<file path="src/hdl/bcw_pkg.sv">
// Shared types and constants for the barycentric weight pipeline.
package bcw_pkg;

  // Field widths of the channels.
  localparam int COORD_W  = 16;
  localparam int WEIGHT_W = 32;

  // Internal widths of the exact integer arithmetic.
  localparam int DIFF_W  = COORD_W + 1;  // coordinate difference
  localparam int PROD_W  = 2 * DIFF_W;   // one product of differences
  localparam int CROSS_W = PROD_W + 1;   // difference of two products
  localparam int MAG_W   = PROD_W - 1;   // magnitude of a cross product

  // Configuration register indexes.
  localparam int CFG_IDX_W = 3;
  localparam logic [CFG_IDX_W-1:0] REG_V0_X = 3'd0;
  localparam logic [CFG_IDX_W-1:0] REG_V0_Y = 3'd1;
  localparam logic [CFG_IDX_W-1:0] REG_V1_X = 3'd2;
  localparam logic [CFG_IDX_W-1:0] REG_V1_Y = 3'd3;
  localparam logic [CFG_IDX_W-1:0] REG_V2_X = 3'd4;
  localparam logic [CFG_IDX_W-1:0] REG_V2_Y = 3'd5;

  // Saturation limits of a weight.
  localparam logic [WEIGHT_W-1:0] WEIGHT_MAX = {1'b0, {(WEIGHT_W-1){1'b1}}};
  localparam logic [WEIGHT_W-1:0] WEIGHT_MIN = {1'b1, {(WEIGHT_W-1){1'b0}}};

  // Triangle vertices as held in the configuration registers.
  typedef struct packed {
    logic signed [COORD_W-1:0] x0;
    logic signed [COORD_W-1:0] y0;
    logic signed [COORD_W-1:0] x1;
    logic signed [COORD_W-1:0] y1;
    logic signed [COORD_W-1:0] x2;
    logic signed [COORD_W-1:0] y2;
  } verts_t;

  // Sign and degenerate flags that travel with the quotients.
  typedef struct packed {
    logic neg_g;
    logic neg_b;
    logic degen;
  } side_t;

  // One result item.
  typedef struct packed {
    logic [WEIGHT_W-1:0] alpha;
    logic [WEIGHT_W-1:0] beta;
    logic [WEIGHT_W-1:0] gamma;
    logic                degen;
  } weights_t;

endpackage

</file>
<file path="src/hdl/bcw_combine.sv">
// Signs the quotients, forms alpha and saturates the three weights.
module bcw_combine #(
  parameter int WEIGHT_FRAC_BITS = 16
) (
  input  logic                                         clk,
  input  logic                                         rst_n,
  input  logic                                         en,
  input  logic                                         in_vld,
  input  bcw_pkg::side_t                               in_side,
  input  logic [bcw_pkg::MAG_W+WEIGHT_FRAC_BITS-1:0]   in_q_g,
  input  logic [bcw_pkg::MAG_W+WEIGHT_FRAC_BITS-1:0]   in_q_b,
  output logic                                         out_vld,
  output bcw_pkg::weights_t                            out_wgt
);

  localparam int WEIGHT_W = bcw_pkg::WEIGHT_W;
  localparam int DVD_W    = bcw_pkg::MAG_W + WEIGHT_FRAC_BITS;
  localparam int SQ_W     = DVD_W + 1;
  localparam int AL_W     = SQ_W + 2;
  localparam logic signed [AL_W-1:0] ONE = AL_W'(1) << WEIGHT_FRAC_BITS;

  // Clamp a wide signed value into the weight range.
  function automatic logic [WEIGHT_W-1:0] sat_weight(input logic signed [AL_W-1:0] v);
    logic [AL_W-WEIGHT_W:0] top;
    top = v[AL_W-1:WEIGHT_W-1];
    if ((&top) || !(|top)) begin
      sat_weight = v[WEIGHT_W-1:0];
    end else if (v[AL_W-1]) begin
      sat_weight = bcw_pkg::WEIGHT_MIN;
    end else begin
      sat_weight = bcw_pkg::WEIGHT_MAX;
    end
  endfunction

  // Stage 1: apply the quotient signs.
  logic signed [SQ_W-1:0] qe_g, qe_b;
  assign qe_g = $signed({1'b0, in_q_g});
  assign qe_b = $signed({1'b0, in_q_b});

  logic                   v1_r;
  logic                   degen1_r;
  logic signed [SQ_W-1:0] g1_r, b1_r;

  always_ff @(posedge clk) begin
    if (!rst_n) begin
      v1_r <= 1'b0;
    end else if (en) begin
      v1_r <= in_vld;
    end
  end

  always_ff @(posedge clk) begin
    if (en) begin
      degen1_r <= in_side.degen;
      g1_r     <= in_side.neg_g ? -qe_g : qe_g;
      b1_r     <= in_side.neg_b ? -qe_b : qe_b;
    end
  end

  // Stage 2: alpha from the unsaturated beta and gamma.
  logic                   v2_r;
  logic                   degen2_r;
  logic signed [AL_W-1:0] a2_r, b2_r, g2_r;

  always_ff @(posedge clk) begin
    if (!rst_n) begin
      v2_r <= 1'b0;
    end else if (en) begin
      v2_r <= v1_r;
    end
  end

  always_ff @(posedge clk) begin
    if (en) begin
      degen2_r <= degen1_r;
      a2_r     <= ONE - AL_W'(b1_r) - AL_W'(g1_r);
      b2_r     <= AL_W'(b1_r);
      g2_r     <= AL_W'(g1_r);
    end
  end

  // Saturation; a zero-area triangle gives zero weights.
  always_comb begin
    out_wgt.degen = degen2_r;
    if (degen2_r) begin
      out_wgt.alpha = '0;
      out_wgt.beta  = '0;
      out_wgt.gamma = '0;
    end else begin
      out_wgt.alpha = sat_weight(a2_r);
      out_wgt.beta  = sat_weight(b2_r);
      out_wgt.gamma = sat_weight(g2_r);
    end
  end

  assign out_vld = v2_r;

endmodule

</file>
<file path="config.mk">
export PLATFORM = sky130hd
export DESIGN_NAME = bcw_combine
export DESIGN_NICKNAME = d
export VERILOG_FILES = /design/src/hdl/bcw_pkg.sv /design/src/hdl/bcw_combine.sv
export SDC_FILE = /design/constraint.sdc
export NUM_CORES = 1
export LEC_CHECK = 0
export ABC_CLOCK_PERIOD_IN_PS = 6700
export BUFFER_PORTS_ARGS = -buffer_cell sky130_fd_sc_hd__buf_2
export CORE_ASPECT_RATIO = 1.2
export CORE_MARGIN = 4
export CORE_UTILIZATION = 40
export DETAILED_ROUTE_END_ITERATION = 12
export GPL_TIMING_DRIVEN = 0
export HOLD_SLACK_MARGIN = 0.02
export SLEW_MARGIN = 20
export SYNTH_ARGS = -nofsm -noshare
export SYNTH_HDL_FRONTEND = slang
export SYNTH_SLANG_ARGS = --single-unit
</file>
<file path="constraint.sdc">
create_clock -name clk -period 6.7 [get_ports clk]
set_input_delay 0.335 -clock clk [delete_from_list [all_inputs] [get_ports clk]]
set_output_delay 0.335 -clock clk [all_outputs]
set_load 0.02 [all_outputs]
</file>
* Yosys cells after proc, flatten, opt, wreduce, memory -nomap -nowiden
Cells that the tools add are included.
** Operators by class
- Add/subtract/negate cells :: 4
- Multiplexer cells :: 9
- Reductions and logical operators :: 12
** Operators by type and width (number)
- 2-to-1 mux 32 bit :: 6
- negation 49 -> 50 bit :: 2
- 2-to-1 mux 49 bit :: 2
- 2-to-1 mux 96 bit :: 1
- AND reduction 21 bit :: 3
- OR reduction 21 bit :: 3
- subtractor 51 x 50 -> 52 bit :: 1
- subtractor 18 x 50 -> 51 bit (first input constant) :: 1
- zero test 1 bit :: 3
- logical OR 1 bit :: 3
** Storage, ports and cells
- Register bits after elaboration :: 256
- Input port bits :: 105
- Word-level logic and storage cells :: 36

* Depth between registers and ports, before layout
Gate-level depths: netlist of the first run.
- Depth in word-level cells :: 5
- Depth in mapped cells :: 13
- Mapped depth without buffers :: 13

* Worst setup path before layout of the first run
No wires, ideal clock.
- Kind :: reg2reg
- Start :: register g1_r[1]
- End :: register a2_r[49] (data pin)
- Library setup time :: 0.258 ns
- Arrival :: 3.464 ns
- Data required time :: 6.442 ns
- Slack :: 2.978 ns
- Stages on the path, launching flop included :: 14
- Clock period less this slack :: 3.722 ns
- Cells stage by stage :: edfxtp_1 ha_1 inv_1 ha_1 inv_1 fa_1 nand2b_1 a21o_1 and3_1 o41ai_1 a311oi_1 o31ai_1 a31oi_1 o221a_2
** Between the ends
- Word-level cells in the longest chain between the ends :: 1
** RTL lines
- from (decl) :: RTL line bcw_combine.sv:42 : logic signed [SQ_W-1:0] g1_r, b1_r;
- from (signal assigned) :: RTL line bcw_combine.sv:55 : g1_r <= in_side.neg_g ? -qe_g : qe_g;
- subtractor 51 x 50 -> 52 bit :: RTL line bcw_combine.sv:76 : a2_r <= ONE - AL_W'(b1_r) - AL_W'(g1_r);
- to (signal assigned) :: RTL line bcw_combine.sv:76
- to (decl) :: RTL line bcw_combine.sv:63 : logic signed [AL_W-1:0] a2_r, b2_r, g2_r;
No other way between the ends.
A chain may end at the register's enable or synchronous reset.

* Worst setup path in the final report of the first run
Ends and elaborated chain as after synthesis.

==> out/qor.yml, run 1 <==
status: "completed"
grt_pass1_vias: 10800
tightest_slew_ns: 0.960
syn_nets: 1561
fmax_ghz: 0.231
fp.dieH_um: 218
synth-seq-area-share_pct: 52.3
drt_wl_total_um: 38200
crit_arrival_ns: 4.61
async_reset_ff_share_pct: 0
avgViaCountPerCell: 5.21
synth.avg_cell_area_um2: 10.8
overflow: 0
fillers: 3358
detail-route-antenna-nets: 0
drv_cap: 0
grt_max_degree: 106
wl_per_cell_um: 18.4
fin_crit_ns: 4.33
antenna-diode-count: 0
cts.reportedPaths.clkPinSlew_ns: 0.06
core_um2: 36000
ys.warnings.count: 0
holdPathStages: 1
skew_ns: 0.00968
num_io_pins: 203
fin_nets: 1798
period_share_pct: 64.7
first_pass_iters: 4
drt-initial-drc-count: 689
min_from: "in_q_b[0]"
power_mw: 4.99
drv_slew: 0
cp_max_fo: 5
die_w_um: 183
utilization_pct: 48.0
hold_viol: 0
final_cell_mix: "edfxtp_1, buf_2, a21oi_1"
synth.distinct_cells: 58
grt_setup_unrepaired: "false"
area_growth_pct: 18.0
dp_hpwl_um: 30500
cts.htree.levels: 1
grt_pass1_wl_um: 58900
crit_path_end: "a2_r[49]"
p_per_area_nw_per_um2: 288
final_common_cell: "edfxtp_1"
crit_path_start: "g1_r[1]"
synth-seq-cells: 256
cts_buffers: 27
synth_edf_count: 254
rows: 76
timing.rr.start: "g1_r[1]"
rrSetupSlack_ns: 2.37
endpoint_kind: "register"
ir_worst_vdd_mv: 0.199
portBuffers: 202
post-place-cells: 2026
slew_headroom_pct: 35.4
track_usage_pct: 18.8
cts_tree: "done"
tns_ns: 0
finalSetupViolations: 0
hold_path.class: "in -> reg"
fin_cells: 2078
start_kind: "register"
syn_area_um2: 14600
die-area_um2: 39800
power_leakage_nw: 7.02
initial_utilization_pct: 40.6
clockRootBuffer: "clkbuf_16"
required_ns: 6.97
clkLatencyLatePin_ns: 0.53
antenna_found_initial: 0
gp_congestion: 0.898
path_class: "reg -> reg"
worstRegToRegCells: 13
final_layout_size_suffix_gt1_share_pct: 16.5
synthCells: 1353
synth_top_flop_cell: "edfxtp_1"
r2r-end: "a2_r[49]"
cts.sinks: 256
cts_buffer_depth: 3
dr_total_vias: 10800
drc: 0
[worst min path at each step]
| stage | endpoint | slack [ns] |
|---|---|---|
| CTS | b1_r[0] | 0.02 |
| global route | b1_r[0] | 0.04 |
| global placement | degen2_r | 0.41 |
| finish | b1_r[0] | 0.04 |
| detailed placement | degen2_r | 0.41 |
| floorplan | degen2_r | 0.40 |
[per-stage QoR]
stage               worst slack (ns)  hold slack [ns]  cell area (um^2)
finish                          2.37           0.0438             17300
global route                    2.13           0.0429             17300
CTS                             2.36           0.0214             17300
detailed placement              2.42            0.408             16300
global placement                1.80            0.412             16200
floorplan                       2.98            0.400             14600
[cell usage after synthesis (11+ instances only)]
library cell / number / area share [%]
nor4_1: 23 / 0.98
edfxtp_1: 254 / 52
or4_1: 14 / 0.72
nand4_1: 23 / 0.98
o21ai_1: 13 / 0.44
clkbuf_1: 52 / 1.3
nand3_1: 20 / 0.68
o41ai_1: 16 / 0.96
nand2_1: 86 / 2.2
o31ai_1: 29 / 1.5
a21o_1: 31 / 1.6
a21oi_1: 145 / 5.0
xnor2_1: 124 / 7.4
or3_1: 24 / 1.0
o21ai_0: 47 / 1.6
o21bai_1: 11 / 0.56
xor2_1: 14 / 0.84
nor3_1: 15 / 0.51
inv_1: 120 / 3.1
nor2_1: 92 / 2.4
ha_1: 102 / 8.7
[worst max-delay path, stage by stage (launching register included)]
cell and delay [ns]:
edfxtp_1 0.47, ha_1 0.33, inv_1 0.07, ha_1 0.19, inv_1 0.07, fa_1 0.39, nand2b_1 0.17, a21o_1 0.17
and3_1 0.18, o41ai_2 0.59, a311oi_1 0.37, o31ai_1 0.61, a31oi_1 0.16, o221a_2 0.31
[cells by family (layout without fill, tap and decap cells)]
group | after synthesis | in the layout | synth area share, %
adder cells (fa/ha/maj) | 103 | 103 | 8.85
flip-flops | 256 | 256 | 52.3
multiplexers | 2 | 2 | 0.137
buffers and inverters | 176 | 433 | 4.60
AND/OR/NAND/NOR | 339 | 339 | 11.4
XOR/XNOR | 138 | 138 | 8.25
AO/OA/AOI/OAI | 339 | 339 | 14.4
[timing repair]
item / in CTS / in global routing
hold endpoints to repair: 3 / 0
gates resized for setup: 0 / 0
hold buffers: 3 / 0
endpoints found under the setup margin: 0 / 0
buffers inserted: 0 / 0
[routing by layer]
metal | share of wire, % | GRT usage, % | wire length [um] | up-vias
li1 | - | - | - | 5438
met1 | 39 | 22.0 | 15000 | 5086
met2 | 53 | 35.6 | 20300 | 236
met3 | 3.9 | 1.74 | 1500 | 63
met4 | 3.9 | 6.68 | 1480 | 0
met5 | 0 | 0 | 0 | -
[cell type report]
cell class / instances / area (um^2) / share of cell area [%]
inverters: 120 / 450 / 2.61
well taps: 468 / 586 / 3.39
multi-input cells: 921 / 6330 / 36.6
clock buffers: 28 / 679 / 3.93
flip-flops and latches: 256 / 7670 / 44.3
repair buffers: 208 / 1110 / 6.44
plain buffers: 56 / 223 / 1.29
clock inverters: 21 / 241 / 1.40
[state kept, by name, indices dropped and copies added (netlist names)]
name,cells
g2_r,50
b1_r,50
degen1_r,1
a2_r,52
out_vld,1
g1_r,50
v1_r,1
degen2_r,1
b2_r,50
[report_power, final]
part | switching, mW | internal, mW
sequential | 0.0919 | 2.07
clock | 0.610 | 0.931
combinational | 0.795 | 0.490
Note: power is estimated with default switching activity, not from simulation.
==> run 2, diff against run 1 <==
- ABC_CLOCK_PERIOD_IN_PS: 6700 -> 3750
- clock period: 6.7 -> 3.75 ns (I/O delays scaled with it)
==> out/qor.yml, run 2 (synthesis gave the netlist of run 1 again) <==
status: "completed"
min_to: "g1_r[11]"
overflow: 0  # unchanged
clockRootBuffer: "clkbuf_16"
start_kind: "register"
post-place-ws_ns: -0.532  # -2.95 ns
antenna_found_initial: 0  # unchanged
antenna-diode-count: 0  # unchanged
final_layout_size_suffix_gt1_share_pct: 16.4  # -0.17 points
initial_utilization_pct: 40.6  # unchanged
core_um2: 36000  # unchanged
clkLatencyLatePin_ns: 0.53  # about the same
power_leakage_nw: 7.42  # +5.8%
hold_viol: 0  # unchanged
r2r-end: "a2_r[45]"
tightest_slew_ns: 0.863  # -0.0969 ns
grt_pass1_vias: 11200  # +3.8%
crit_arrival_ns: 3.96  # -0.65 ns
grt_setup_unrepaired: "true"
tns_ns: 0  # unchanged
largest-register: "a2_r"
finalWorstSetupSlack_ns: 0.112  # -2.25 ns
cp_max_fo: 7  # +2
rows: 76  # unchanged
fin_nets: 1888  # +5.0%
gp_congestion: 0.898  # unchanged
power_mw: 9.04  # +81%
grt_max_degree: 106  # unchanged
fp.dieH_um: 218  # unchanged
largest_register_ffs: 52  # unchanged
period_share_pct: 97.0  # +32 points
die_w_um: 183  # unchanged
rrSetupSlack_ns: 0.11  # -2.25 ns
final_common_cell: "edfxtp_1"
final_cell_mix: "edfxtp_1, buf_2, a21oi_1"
ir_worst_vdd_mv: 0.353  # +77%
fin_crit_ns: 3.64  # -0.697 ns
first_pass_iters: 5  # +1
grt_pass1_wl_um: 60200  # +2.3%
dr_total_vias: 11200  # +3.3%
portBuffers: 202  # unchanged
cts_buffer_depth: 3  # unchanged
area_growth_pct: 24.7
cts.htree.levels: 1  # unchanged
drt_wl_total_um: 38900  # +1.7%
min_from: "in_q_g[11]"
drv_cap: 0  # unchanged
hold_path.class: "in -> reg"
slew_headroom_pct: 41.9  # +6.5 points
fmax_ghz: 0.275  # +19%
timing.rr.start: "b1_r[22]"
final_area_um2: 18300  # +5.6%
holdPathStages: 2  # +1
whs_ns: 0.0342  # -0.00966 ns
detail-route-antenna-nets: 0  # unchanged
num_io_pins: 203  # unchanged
cts.sinks: 256  # unchanged
track_usage_pct: 19.1  # +0.34 points
avgViaCountPerCell: 5.16  # -0.98%
skew_ns: 0.0121  # +0.00241 ns
drt-initial-drc-count: 675  # -2.0%
wl_per_cell_um: 17.9  # -2.6%
drc: 0  # unchanged
endpoint_kind: "register"
drv_slew: 0  # unchanged
worstRegToRegCells: 12  # -1
p_per_area_nw_per_um2: 495  # +72%
place_area_um2: 16300  # unchanged
finalSetupViolations: 0  # unchanged
cts_tree: "done"
path_class: "reg -> reg"
required_ns: 4.07  # -2.90 ns
cts_buffers: 27  # unchanged
die-area_um2: 39800  # unchanged
dp_hpwl_um: 30500  # unchanged
cts.reportedPaths.clkPinSlew_ns: 0.06  # about the same
[run 2: worst max-delay path, stage by stage, from the launching register on]
cell,delay [ns]
edfxtp_1,0.39
inv_1,0.19
ha_1,0.28
ha_1,0.41
a21o_1,0.23
a31oi_1,0.30
o22ai_1,0.12
or3_1,0.37
a311oi_4,0.37
o31ai_2,0.09
buf_4,0.17
and3_1,0.18
a311oi_1,0.32
[run 2: through the flow]
step / std cells / utilization, %
after floorplan: 1353 / -
after global placement: 2023 / 45.1
after CTS: 2167 / 50.5
after global routing: 2168 / 50.7
final: 2168 / 50.7
after detailed placement: 2026 / 45.3
[run 2: how the worst max path moves through the flow]
stage / slack, ns / endpoint / from
2_1_floorplan: 0.03 / a2_r[49] / g1_r[1]
3_3_place_gp: -1.0 / g2_r[4] / en
3_5_place_dp: -0.53 / a2_r[49] / g1_r[1]
4_1_cts: -0.03 / a2_r[49] / g1_r[1]
5_1_grt: -0.03 / a2_r[45] / b1_r[22]
6_report: 0.11 / a2_r[45] / b1_r[22]
[run 2: layout make-up]
class                           instances  area, um^2
Buffer                                 56         223
Clock buffer                           28         679
Clock inverter                         21         241
Fill cell                            3288       17800
Inverter                              120         450
Multi-Input combinational cell        921        6410
Sequential cell                       256        7670
Tap cell                              468         586
Timing Repair Buffer                  298        2010
[run 2: what timing repair did]
action	CTS	global route
resized for setup	6	9
endpoints found under the setup margin	12	19
hold buffers	90	0
hold endpoints to repair	92	0
setup buffers	2	1
pin swaps	2	2
[run 2: metal layers]
layer | track usage (%) | up-vias | wire (um)
met5 | 0 | - | 0
met4 | 7.26 | 0 | 1630
met3 | 1.58 | 66 | 1530
met2 | 36.1 | 264 | 20500
met1 | 22.5 | 5232 | 15200
li1 | - | 5619 | -
[run 2: where the power goes]
part,switching (mW),internal [mW]
Combinational,1.46,0.959
Clock,1.09,1.66
Sequential,0.164,3.70
