$ cat src/hdl/bcw_pkg.sv
// Shared types and constants for the barycentric weight pipeline.
package bcw_pkg;

  // Field widths of the channels.
  localparam int COORD_W  = 16;
  localparam int WEIGHT_W = 32;

  // Internal widths of the exact integer arithmetic.
  localparam int DIFF_W  = COORD_W + 1;  // coordinate difference
  localparam int PROD_W  = 2 * DIFF_W;   // one product of differences
  localparam int CROSS_W = PROD_W + 1;   // difference of two products
  localparam int MAG_W   = PROD_W - 1;   // magnitude of a cross product

  // Configuration register indexes.
  localparam int CFG_IDX_W = 3;
  localparam logic [CFG_IDX_W-1:0] REG_V0_X = 3'd0;
  localparam logic [CFG_IDX_W-1:0] REG_V0_Y = 3'd1;
  localparam logic [CFG_IDX_W-1:0] REG_V1_X = 3'd2;
  localparam logic [CFG_IDX_W-1:0] REG_V1_Y = 3'd3;
  localparam logic [CFG_IDX_W-1:0] REG_V2_X = 3'd4;
  localparam logic [CFG_IDX_W-1:0] REG_V2_Y = 3'd5;

  // Saturation limits of a weight.
  localparam logic [WEIGHT_W-1:0] WEIGHT_MAX = {1'b0, {(WEIGHT_W-1){1'b1}}};
  localparam logic [WEIGHT_W-1:0] WEIGHT_MIN = {1'b1, {(WEIGHT_W-1){1'b0}}};

  // Triangle vertices as held in the configuration registers.
  typedef struct packed {
    logic signed [COORD_W-1:0] x0;
    logic signed [COORD_W-1:0] y0;
    logic signed [COORD_W-1:0] x1;
    logic signed [COORD_W-1:0] y1;
    logic signed [COORD_W-1:0] x2;
    logic signed [COORD_W-1:0] y2;
  } verts_t;

  // Sign and degenerate flags that travel with the quotients.
  typedef struct packed {
    logic neg_g;
    logic neg_b;
    logic degen;
  } side_t;

  // One result item.
  typedef struct packed {
    logic [WEIGHT_W-1:0] alpha;
    logic [WEIGHT_W-1:0] beta;
    logic [WEIGHT_W-1:0] gamma;
    logic                degen;
  } weights_t;

endpackage

$ cat src/hdl/bcw_ifs.sv


interface bcw_weight_if;
  logic                                valid;
  logic                                ready;
  logic signed [bcw_pkg::WEIGHT_W-1:0] weight_alpha;
  logic signed [bcw_pkg::WEIGHT_W-1:0] weight_beta;
  logic signed [bcw_pkg::WEIGHT_W-1:0] weight_gamma;
  logic                                degenerate;

  modport source (output valid, weight_alpha, weight_beta, weight_gamma, degenerate,
                  input ready);
  modport sink (input valid, weight_alpha, weight_beta, weight_gamma, degenerate,
                output ready);
endinterface

$ cat src/hdl/bcw_outbuf.sv
// Output register with one skid entry; its registered ready advances the pipeline.
module bcw_outbuf (
  input  logic                 clk,
  input  logic                 rst_n,
  input  logic                 in_vld,
  input  bcw_pkg::weights_t    in_wgt,
  output logic                 en,
  bcw_weight_if.source         out_wgt
);

  logic              out_vld_r;
  bcw_pkg::weights_t out_data_r;
  logic              skid_vld_r;
  bcw_pkg::weights_t skid_data_r;
  logic              in_take;
  logic              out_free;

  // The pipeline moves whenever the skid entry is empty.
  assign en       = !skid_vld_r;
  assign in_take  = in_vld && en;
  assign out_free = !out_vld_r || out_wgt.ready;

  always_ff @(posedge clk) begin
    if (!rst_n) begin
      out_vld_r  <= 1'b0;
      skid_vld_r <= 1'b0;
    end else if (out_free) begin
      out_vld_r  <= skid_vld_r || in_take;
      skid_vld_r <= 1'b0;
    end else if (in_take) begin
      skid_vld_r <= 1'b1;
    end
  end

  // Payload: the skid entry drains first, else the new item goes straight out.
  always_ff @(posedge clk) begin
    if (out_free) begin
      out_data_r <= skid_vld_r ? skid_data_r : in_wgt;
    end else if (in_take) begin
      skid_data_r <= in_wgt;
    end
  end

  assign out_wgt.valid        = out_vld_r;
  assign out_wgt.weight_alpha = out_data_r.alpha;
  assign out_wgt.weight_beta  = out_data_r.beta;
  assign out_wgt.weight_gamma = out_data_r.gamma;
  assign out_wgt.degenerate   = out_data_r.degen;

endmodule

$ cat src/flat_wrapper.sv
// flat-port wrapper written by rule: the top's interface ports become plain ports
module bcw_outbuf_flat 
  (clk, rst_n, in_vld, in_wgt, en, out_wgt_valid, out_wgt_weight_alpha, out_wgt_weight_beta, out_wgt_weight_gamma, out_wgt_degenerate, out_wgt_ready);
  bcw_weight_if out_wgt_i ();
  input  logic clk;
  input  logic rst_n;
  input  logic in_vld;
  input  bcw_pkg::weights_t in_wgt;
  output logic en;
  output wire logic [$bits(out_wgt_i.valid)-1:0] out_wgt_valid;
  output wire logic [$bits(out_wgt_i.weight_alpha)-1:0] out_wgt_weight_alpha;
  output wire logic [$bits(out_wgt_i.weight_beta)-1:0] out_wgt_weight_beta;
  output wire logic [$bits(out_wgt_i.weight_gamma)-1:0] out_wgt_weight_gamma;
  output wire logic [$bits(out_wgt_i.degenerate)-1:0] out_wgt_degenerate;
  input wire logic [$bits(out_wgt_i.ready)-1:0] out_wgt_ready;
  assign out_wgt_valid = out_wgt_i.valid;
  assign out_wgt_weight_alpha = out_wgt_i.weight_alpha;
  assign out_wgt_weight_beta = out_wgt_i.weight_beta;
  assign out_wgt_weight_gamma = out_wgt_i.weight_gamma;
  assign out_wgt_degenerate = out_wgt_i.degenerate;
  assign out_wgt_i.ready = out_wgt_ready;
  bcw_outbuf u_core (.clk(clk), .rst_n(rst_n), .in_vld(in_vld), .in_wgt(in_wgt), .en(en), .out_wgt(out_wgt_i));
endmodule
$ cat config.mk
export PLATFORM = sky130hd
export DESIGN_NAME = bcw_outbuf_flat
export DESIGN_NICKNAME = d
export VERILOG_FILES = /design/src/hdl/bcw_pkg.sv /design/src/hdl/bcw_ifs.sv /design/src/hdl/bcw_outbuf.sv /design/src/flat_wrapper.sv
export SDC_FILE = /design/constraint.sdc
export NUM_CORES = 1
export LEC_CHECK = 0
export BUFFER_PORTS_ARGS = -buffer_cell sky130_fd_sc_hd__buf_2
export CORE_ASPECT_RATIO = 1.75
export CORE_MARGIN = 2
export CORE_UTILIZATION = 41
export DETAILED_ROUTE_END_ITERATION = 10
export PLACE_DENSITY = 0.62
export SYNTH_ARGS = -nofsm -noshare
export SYNTH_HDL_FRONTEND = slang
export SYNTH_SLANG_ARGS = --single-unit
$ cat constraint.sdc
create_clock -name clk -period 26 [get_ports clk]
set_clock_uncertainty 0.05 [all_clocks]
set_input_delay 1.3 -clock clk [delete_from_list [all_inputs] [get_ports clk]]
set_output_delay 1.3 -clock clk [all_outputs]
set_load 0.01 [all_outputs]
# After elaboration in Yosys (flattened, before gate mapping)

Cells that the tools add are included.

Input bits: 101
Word-level logic and storage cells: 20
Output and inout bits: 99
Register bits: 196

Reduce and logical (&&, ||, !) cells: 7
Bitwise logic cells: 2
Multiplexer cells: 1

Operator list:

| kind                | number |
|---|---|
| $mux W97            | 1 |
| $logic_not A1 Y1    | 2 |
| $logic_or A1 B1 Y1  | 2 |
| $not A1 Y1          | 2 |
| $reduce_and A2 Y1   | 1 |
| $reduce_or A2 Y1    | 1 |
| $logic_and A1 B1 Y1 | 1 |

# Longest topological paths before layout

Gate-level depths: netlist (run 1).

Depth in word-level cells: 4
Depth in mapped cells: 4

# Least setup slack after synthesis (run 1)

No wires, ideal clock.

Path kind: input -> register
Start point: input port out_wgt_ready
End point: register u_core.skid_data_r[0] (netlist bit) (enable)
Path buffers: 0
Data arrival time: 10940 ps
Stages on the path: 2
Library setup time: 691 ps
Data required time: 25259 ps
Setup slack: 14319 ps
Cells stage by stage: nand2b_1 nor3b_1

Cells in the longest elaborated chain, start to end: 3

Ends and longest elaborated chain:

| element                            | RTL line           | text |
|---|---|---|
| from (decl)                        | flat_wrapper.sv:15 | `input wire logic [$bits(out_wgt_i.ready)-1:0] out_wgt_ready;` |
| $logic_or A1 B1 Y1                 | bcw_outbuf.sv:21   | `assign out_free = !out_vld_r \|\| out_wgt.ready;` |
| $not A1 Y1 (no source line)        | -                  |  |
| $reduce_and A2 Y1 (no source line) | -                  |  |
| to (signal assigned)               | bcw_outbuf.sv:40   | `skid_data_r <= in_wgt;` |
| to (decl)                          | bcw_outbuf.sv:14   | `bcw_pkg::weights_t skid_data_r;` |

No other way between the ends.
A chain may end at the register's enable or synchronous reset.

# Worst setup path after layout (run 1)

Start point: register u_core.skid_vld_r
End point: output port en

Cells in the longest elaborated chain, start to end: 1

Ends and longest elaborated chain:

| element                | RTL line          | text |
|---|---|---|
| from (decl)            | bcw_outbuf.sv:13  | `logic skid_vld_r;` |
| from (signal assigned) | bcw_outbuf.sv:26  | `skid_vld_r <= 1'b0;` |
| from (signal assigned) | bcw_outbuf.sv:29  | `skid_vld_r <= 1'b0;` |
| from (signal assigned) | bcw_outbuf.sv:31  | `skid_vld_r <= 1'b1;` |
| $logic_not A1 Y1       | bcw_outbuf.sv:19  | `assign en = !skid_vld_r;` |
| to (decl)              | flat_wrapper.sv:9 | `output logic en;` |

No other way between the ends.

==> metrics, run 1 <==
CTS tree built; Port Buf Inserts 199; Num Clock Sinks 196; post-synthesis simple-gate area fraction 0.003503; Initial DRT Pass Iterations 4; final core utilization 0.5249; synth cell count leaders edfxtp_1, mux2_2, clkbuf_8; Post-Syn Instances 310; Reg power frac 0.543; DP HPWL 9.369 mm; Worst Path Arrival 2170 ps; Worst-path clk slew roughly 80 ps; crit path capture type output port; NetSw 155.0 uW; Cell Count, Final, Fillers Out 763; Top Metal Used met5; Max VDD drop 0.00004009 V; total number of vias 3620; top-area cell type share of the netlist area 0.8156; flops & latches, synth 196; most common cell in the netlist edfxtp_1; Slowest cell on crit path buf_4; Die Height ~180 um; initial antenna violation count 3; CP delay by family, top buffers and inverters; total track usage 0.1508; setup TNS 0 ps; async set or reset register ratio after synthesis 0; Max-Cap Viols 0; first-pass GRT wire length around 21 mm; Synth Flop Type edfxtp_1; switch share 0.2279; WP buf/inv 3; type of the worst setup path reg -> out; worst slew pin tran 991.3 ps; Startpoint Class flip-flop; RSZ-0062 raised after global routing false; Vias per Instance between 4 and 5; Initial Utilization 0.4195; worst hold margin between 400 and 500 ps; Mapped Nets just over 400; root buffer cell clkbuf_16; Rel. slew slack 0.3391; R2R setup slack ~23000 ps; Die Wd 103.8 um; DRC 0; total grt overflow 0; register area share after synthesis 0.8212; Post-Syn Area per Cell ~23 um2; CTS Hold Buffers Added 0; HP Class reg -> reg; Post-DRT Antenna Nets 0; met1 wire length between 5 and 6 mm; EDFF count, synth between 150 and 200; synth-to-layout area growth 25.12%; Setup violations, final 0; vias in the first global route roughly 3800; largest family of logic cells by synthesized area multiplexers; area of the die approximately 19000 um2; Max stage delay on crit path just under 800 ps; minimum clock period 3522 ps; Cell Rows 63; Worst-Skew Late Latency approximately 430 ps; worst-path cell chain buf_4, inv_1, buf_2; Cell Area, Placed between 8000 and 9000 um2; Num CTS Buffers 17; post-route cell area between 8000 and 9000 um2; post-synth top area cell edfxtp_1; met3 WL 719 um; Pint ~530 uW; WL met2 7.760 mm; Placer Congestion around 0.76; Post-Place Cells 729; DRT iter0 DRCs about 150; mux contribution to synthesized area 0.1529; clock tree buffer depth 2; Final Cycle Share 0.1354; Distinct cells, synth 10; clock power share 0.391; outcome complete, no violations; final wirelength around 14 mm; Top Ports 200; Fmax achieved approximately 280 MHz; fraction of synthesized cell area in xor and xnor cells 0; WP data required roughly 25000 ps; CORE AREA between 15000 and 20000 um2; layout cells sized above 1 0.6273; H-tree levels 4; Nets 622; largest net degree at the start of global routing 73; Netlist Area Pre-Place 7143 um2; DR WL/cell between 15 and 20 um; Slew Limit Fails 0; synth warn 0; Comb pwr share 0.065; # resized after CTS 0; Critical Path Fanout Max between 70 and 80; postcts setup bufs 0; Synth Area in Compound Gates 0.001051; Leak 3.371 nW; final hold violations 0; Post-Synth Adder-Cell Area 0; pwr dens roughly 76 nW/um2; synth top area cells edfxtp_1, mux2_2, clkbuf_8
-- cell usage in the layout (no fill, tap or decap) --
cell type    n
inv_8        6
nor2_1       1
bufinv_16    1
buf_4        4
mux2_2      97
clkinv_8     3
dfxtp_4      1
nor3b_2      1
diode_2      2
clkinv_2     1
dfxtp_1      1
edfxtp_1   194
inv_6        3
nand2b_4     1
a21boi_0     1
clkinv_4     1
buf_2      199
inv_1        1
nor3b_1      1
clkbuf_16   17
-- metrics by stage --
stage	setup slack, ps	total power, mW
after global routing	22320	0.7040
after detailed placement	22260	0.4224
after global placement	22320	0.4208
after floorplan	14320	0.3982
after CTS	22460	0.6892
final	22480	0.6803
-- path summary, 6_finish.rpt --
kind,from,endpoint,cells past startpoint
setup / recovery,u_core.skid_vld_r,en,3
hold / removal,u_core.skid_data_r[86],u_core.out_wgt.weight_alpha[21],1
setup reg to reg,u_core.out_wgt.valid,u_core.skid_data_r[15],4
hold reg to reg,u_core.skid_data_r[86],u_core.out_wgt.weight_alpha[21],1
-- sequential cells by signal (all words and copies together) (netlist names) --
register,count
u_core.skid_data_r,97
u_core.out_wgt.weight_alpha,32
u_core.out_wgt.weight_beta,32
u_core.out_wgt.weight_gamma,32
u_core.out_wgt.degenerate,1
u_core.out_wgt.valid,1
u_core.skid_vld_r,1
-- per-layer routing --
layer	GRT usage	vias up
li1	-	1678
met5	0	-
met1	0.1636	1811
met4	0.06926	2
met2	0.2715	114
met3	0.04494	15
-- area by class of cell --
cell class              count  area [um2]
multi-input cells         102        1137
clock buffers              17       425.4
repair buffers            203        1026
clock inverters            15       186.4
flip-flops and latches    196        5869
inverters                   1       3.754
fillers                  1459        8089
diodes                      2       5.005
well taps                 227       284.0
-- kinds of logic after synthesis --
| group | after synthesis |
|---|---|
| compound gates | 1 |
| flops | 196 |
| buf+inv | 12 |
| mux | 97 |
| simple gates | 4 |
-- power by group through the flow --
stage	combinational, mW	sequential (mW)	clock [mW]
3_3_place_gp	0.0441	0.377	0
6_report	0.0443	0.370	0.266
5_1_grt	0.0482	0.371	0.284
2_1_floorplan	0.0139	0.384	0
4_1_cts	0.0454	0.370	0.274
3_5_place_dp	0.0454	0.377	0
(Power assumes the default switching activity.)
==> run 2, diff against run 1 <==
- ABC_AREA: unset -> 1
- PLACE_DENSITY: 0.62 -> 0.65
- clock period: 26 -> 3 ns (I/O delays scaled with it)
==> run 2 against run 1 <==
Against the previous run: setup slack worse by 22000 ps; critical endpoint is now u_core.out_wgt.valid; cell count grew 39%; combinational power grew to 12 times the previous value; largest power group unchanged.
==> metrics, run 2 <==
outcome complete, no violations; Post-Syn Area per Cell 13.76 um2 (-40%); pwr dens 601.8 nW/um2 (+690%); largest family of logic cells by synthesized area simple AND/OR/NAND/NOR gates; clock tree buffer depth 2 (unchanged); Initial Utilization 0.4205 (+0.0009177); Nets 921 (+48%); worst hold margin 16.14 ps (-480.2 ps); Rel. slew slack 0.3079 (-0.03118); Max stage delay on crit path 720 ps (-50 ps); fraction of synthesized cell area in xor and xnor cells 0 (unchanged); mux contribution to synthesized area 0 (-0.1529); H-tree levels 4 (unchanged); Slew Limit Fails 0 (unchanged); antenna diode count 0 (-2); Slowest cell on crit path buf_4; DP HPWL 9.831 mm (+4.9%); Placer Congestion 0.8110 (+6.3%); crit path capture type flip-flop; initial antenna violation count 0 (-3); Synth Flop Type edfxtp_1; HP Class in -> reg; CP delay by family, top buffers and inverters; Fmax achieved around 500 MHz; Max-Cap Viols 0 (unchanged); worst-path cell chain buf_4, o21ai_0, dlygate4sd3_1, nand2_1; Worst-path clk slew 80 ps (about the same); final wirelength 16.10 mm (+17%); synth-to-layout area growth 39.46%; most frequent cells in the layout nand2_1, buf_2, edfxtp_1; register bank with the most flops u_core.skid_data_r; Post-Syn Instances 518 (+67%); total track usage 0.1795 (+0.02868); post-synth top area cell edfxtp_1; Power Total 5.980 mW (+780%); final hold violations 0 (unchanged); Netlist Area Pre-Place 7126 um2 (-0.25%); Top Ports 200 (unchanged); Die Height 178.4 um (-0.12%); DRT iter0 DRCs 225 (+48%); register area share after synthesis 0.8232 (+0.002019); DRC 0 (unchanged); Num CTS Buffers 17 (unchanged); first-pass GRT wire length 25.59 mm (+23%); DR WL/cell 15.19 um (-16%); flops & latches, synth 196 (unchanged); max FFs per register 97 (unchanged); most common cell after layout, fill and taps aside nand2_1; Startpoint Class flip-flop; Num Clock Sinks 196 (unchanged); Post-Synth Adder-Cell Area 0 (unchanged); WP data required 3330 ps (-21320 ps); WP buf/inv 2 (-1); Distinct cells, synth 11 (+1); Max VDD drop 0.0003304 V (+720%); Critical Path Fanout Max 99 (+38%); top-area cell type share of the netlist area 0.8176 (+0.002005); Cell Rows 63 (unchanged); vias in the first global route 5178 (+37%); root buffer cell clkbuf_16; synth cell count leaders nand2_1, edfxtp_1, buf_2; Setup violations, final 0 (unchanged); Final Cycle Share 0.6786; minimum clock period 2036 ps; Mapped Nets 619 (+51%); most common cell in the netlist nand2_1; RSZ-0062 raised after global routing false; post-synthesis simple-gate area fraction 0.1572 (+0.1537); postcts setup bufs 0 (unchanged); CORE AREA 16950 um2 (-0.46%); Worst-Skew Late Latency 430 ps (about the same); Synth Area in Compound Gates 0.0007024 (-0.0003486); type of the worst setup path reg -> reg; # resized after CTS 0 (unchanged); CTS tree built; synth top area cells edfxtp_1, nand2_1, buf_2; synth warn 0 (unchanged); Leak 4.257 nW (+26%); layout cells sized above 1 0.2881 (-0.3392); CTS Hold Buffers Added 100 (+100); total grt overflow 0 (unchanged); setup TNS 0 ps (unchanged); worst slew pin tran 1038 ps (+46.78 ps); EDFF count, synth 194 (unchanged); async set or reset register ratio after synthesis 0 (unchanged); Die Wd 103.7 um (-0.12%); Port Buf Inserts 199 (unchanged); Initial DRT Pass Iterations 4 (unchanged); Worst Path Arrival 2370 ps (+200 ps); total number of vias 4818 (+33%); Vias per Instance 4.545 (-4.2%); Post-DRT Antenna Nets 0 (unchanged); largest net degree at the start of global routing 100 (+37%); area of the die 18490 um2 (-0.24%)
run 2: layout make-up:
class / count / area (um2)
Clock buffer: 18 / 439.2
Clock inverter: 14 / 138.9
Fill cell: 1307 / 7010
Inverter: 2 / 10.01
Multi-Input combinational cell: 299 / 1149
Sequential cell: 196 / 5869
Tap cell: 227 / 284.0
Timing Repair Buffer: 304 / 2047
run 2: cells by family after synthesis:
| logic type | Yosys count |
|---|---|
| AND/OR/NAND/NOR | 298 |
| AO/OA/AOI/OAI | 1 |
| buffers and inverters | 23 |
| flip-flops | 196 |
run 2: layer usage:
layer  wire, um  track usage  vias up  part of all wire
li1           -            -     2358                 -
met1       6047       0.1928     2277              0.38
met2       8829       0.3300      151              0.55
met3        739      0.04604       32             0.046
met4        480      0.08446        0             0.030
met5          0            0        -                 0
run 2: per-stage QoR:
stage | instance area, um2 | utilization | std cells | worst slack [ps]
finish | 9937 | 0.5863 | 1060 | 964.1
global route | 9937 | 0.5863 | 1060 | 719.0
CTS | 9937 | 0.5863 | 1060 | 897.1
detailed placement | 8358 | 0.4932 | 928 | 991.9
global placement | 8358 | 0.4932 | 928 | 996.7
floorplan | 7149 | - | 518 | 113.9
run 2: path summary, 6_finish.rpt:
path	startpoint	to	slack (ps)	cells after the start
max	u_core.skid_vld_r	u_core.out_wgt.valid	960	4
min	out_wgt_ready	u_core.skid_vld_r	20	4
max reg2reg	u_core.skid_vld_r	u_core.out_wgt.valid	960	4
min reg2reg	u_core.skid_data_r[43]	u_core.out_wgt.weight_beta[10]	460	2
run 2: worst register-to-register path, cell delays in order (launching register included):
cell and delay [ps]:
dfxtp_4 360, buf_4 720, o21ai_0 200, dlygate4sd3_1 600, nand2_1 60
run 2: report_power, final:
part           total (mW)  internal [mW]  switching (mW)  leakage [nW]
clock network        2.22           1.19            1.03         0.277
registers            3.23           3.18          0.0457          1.91
logic               0.525          0.245           0.280          2.07
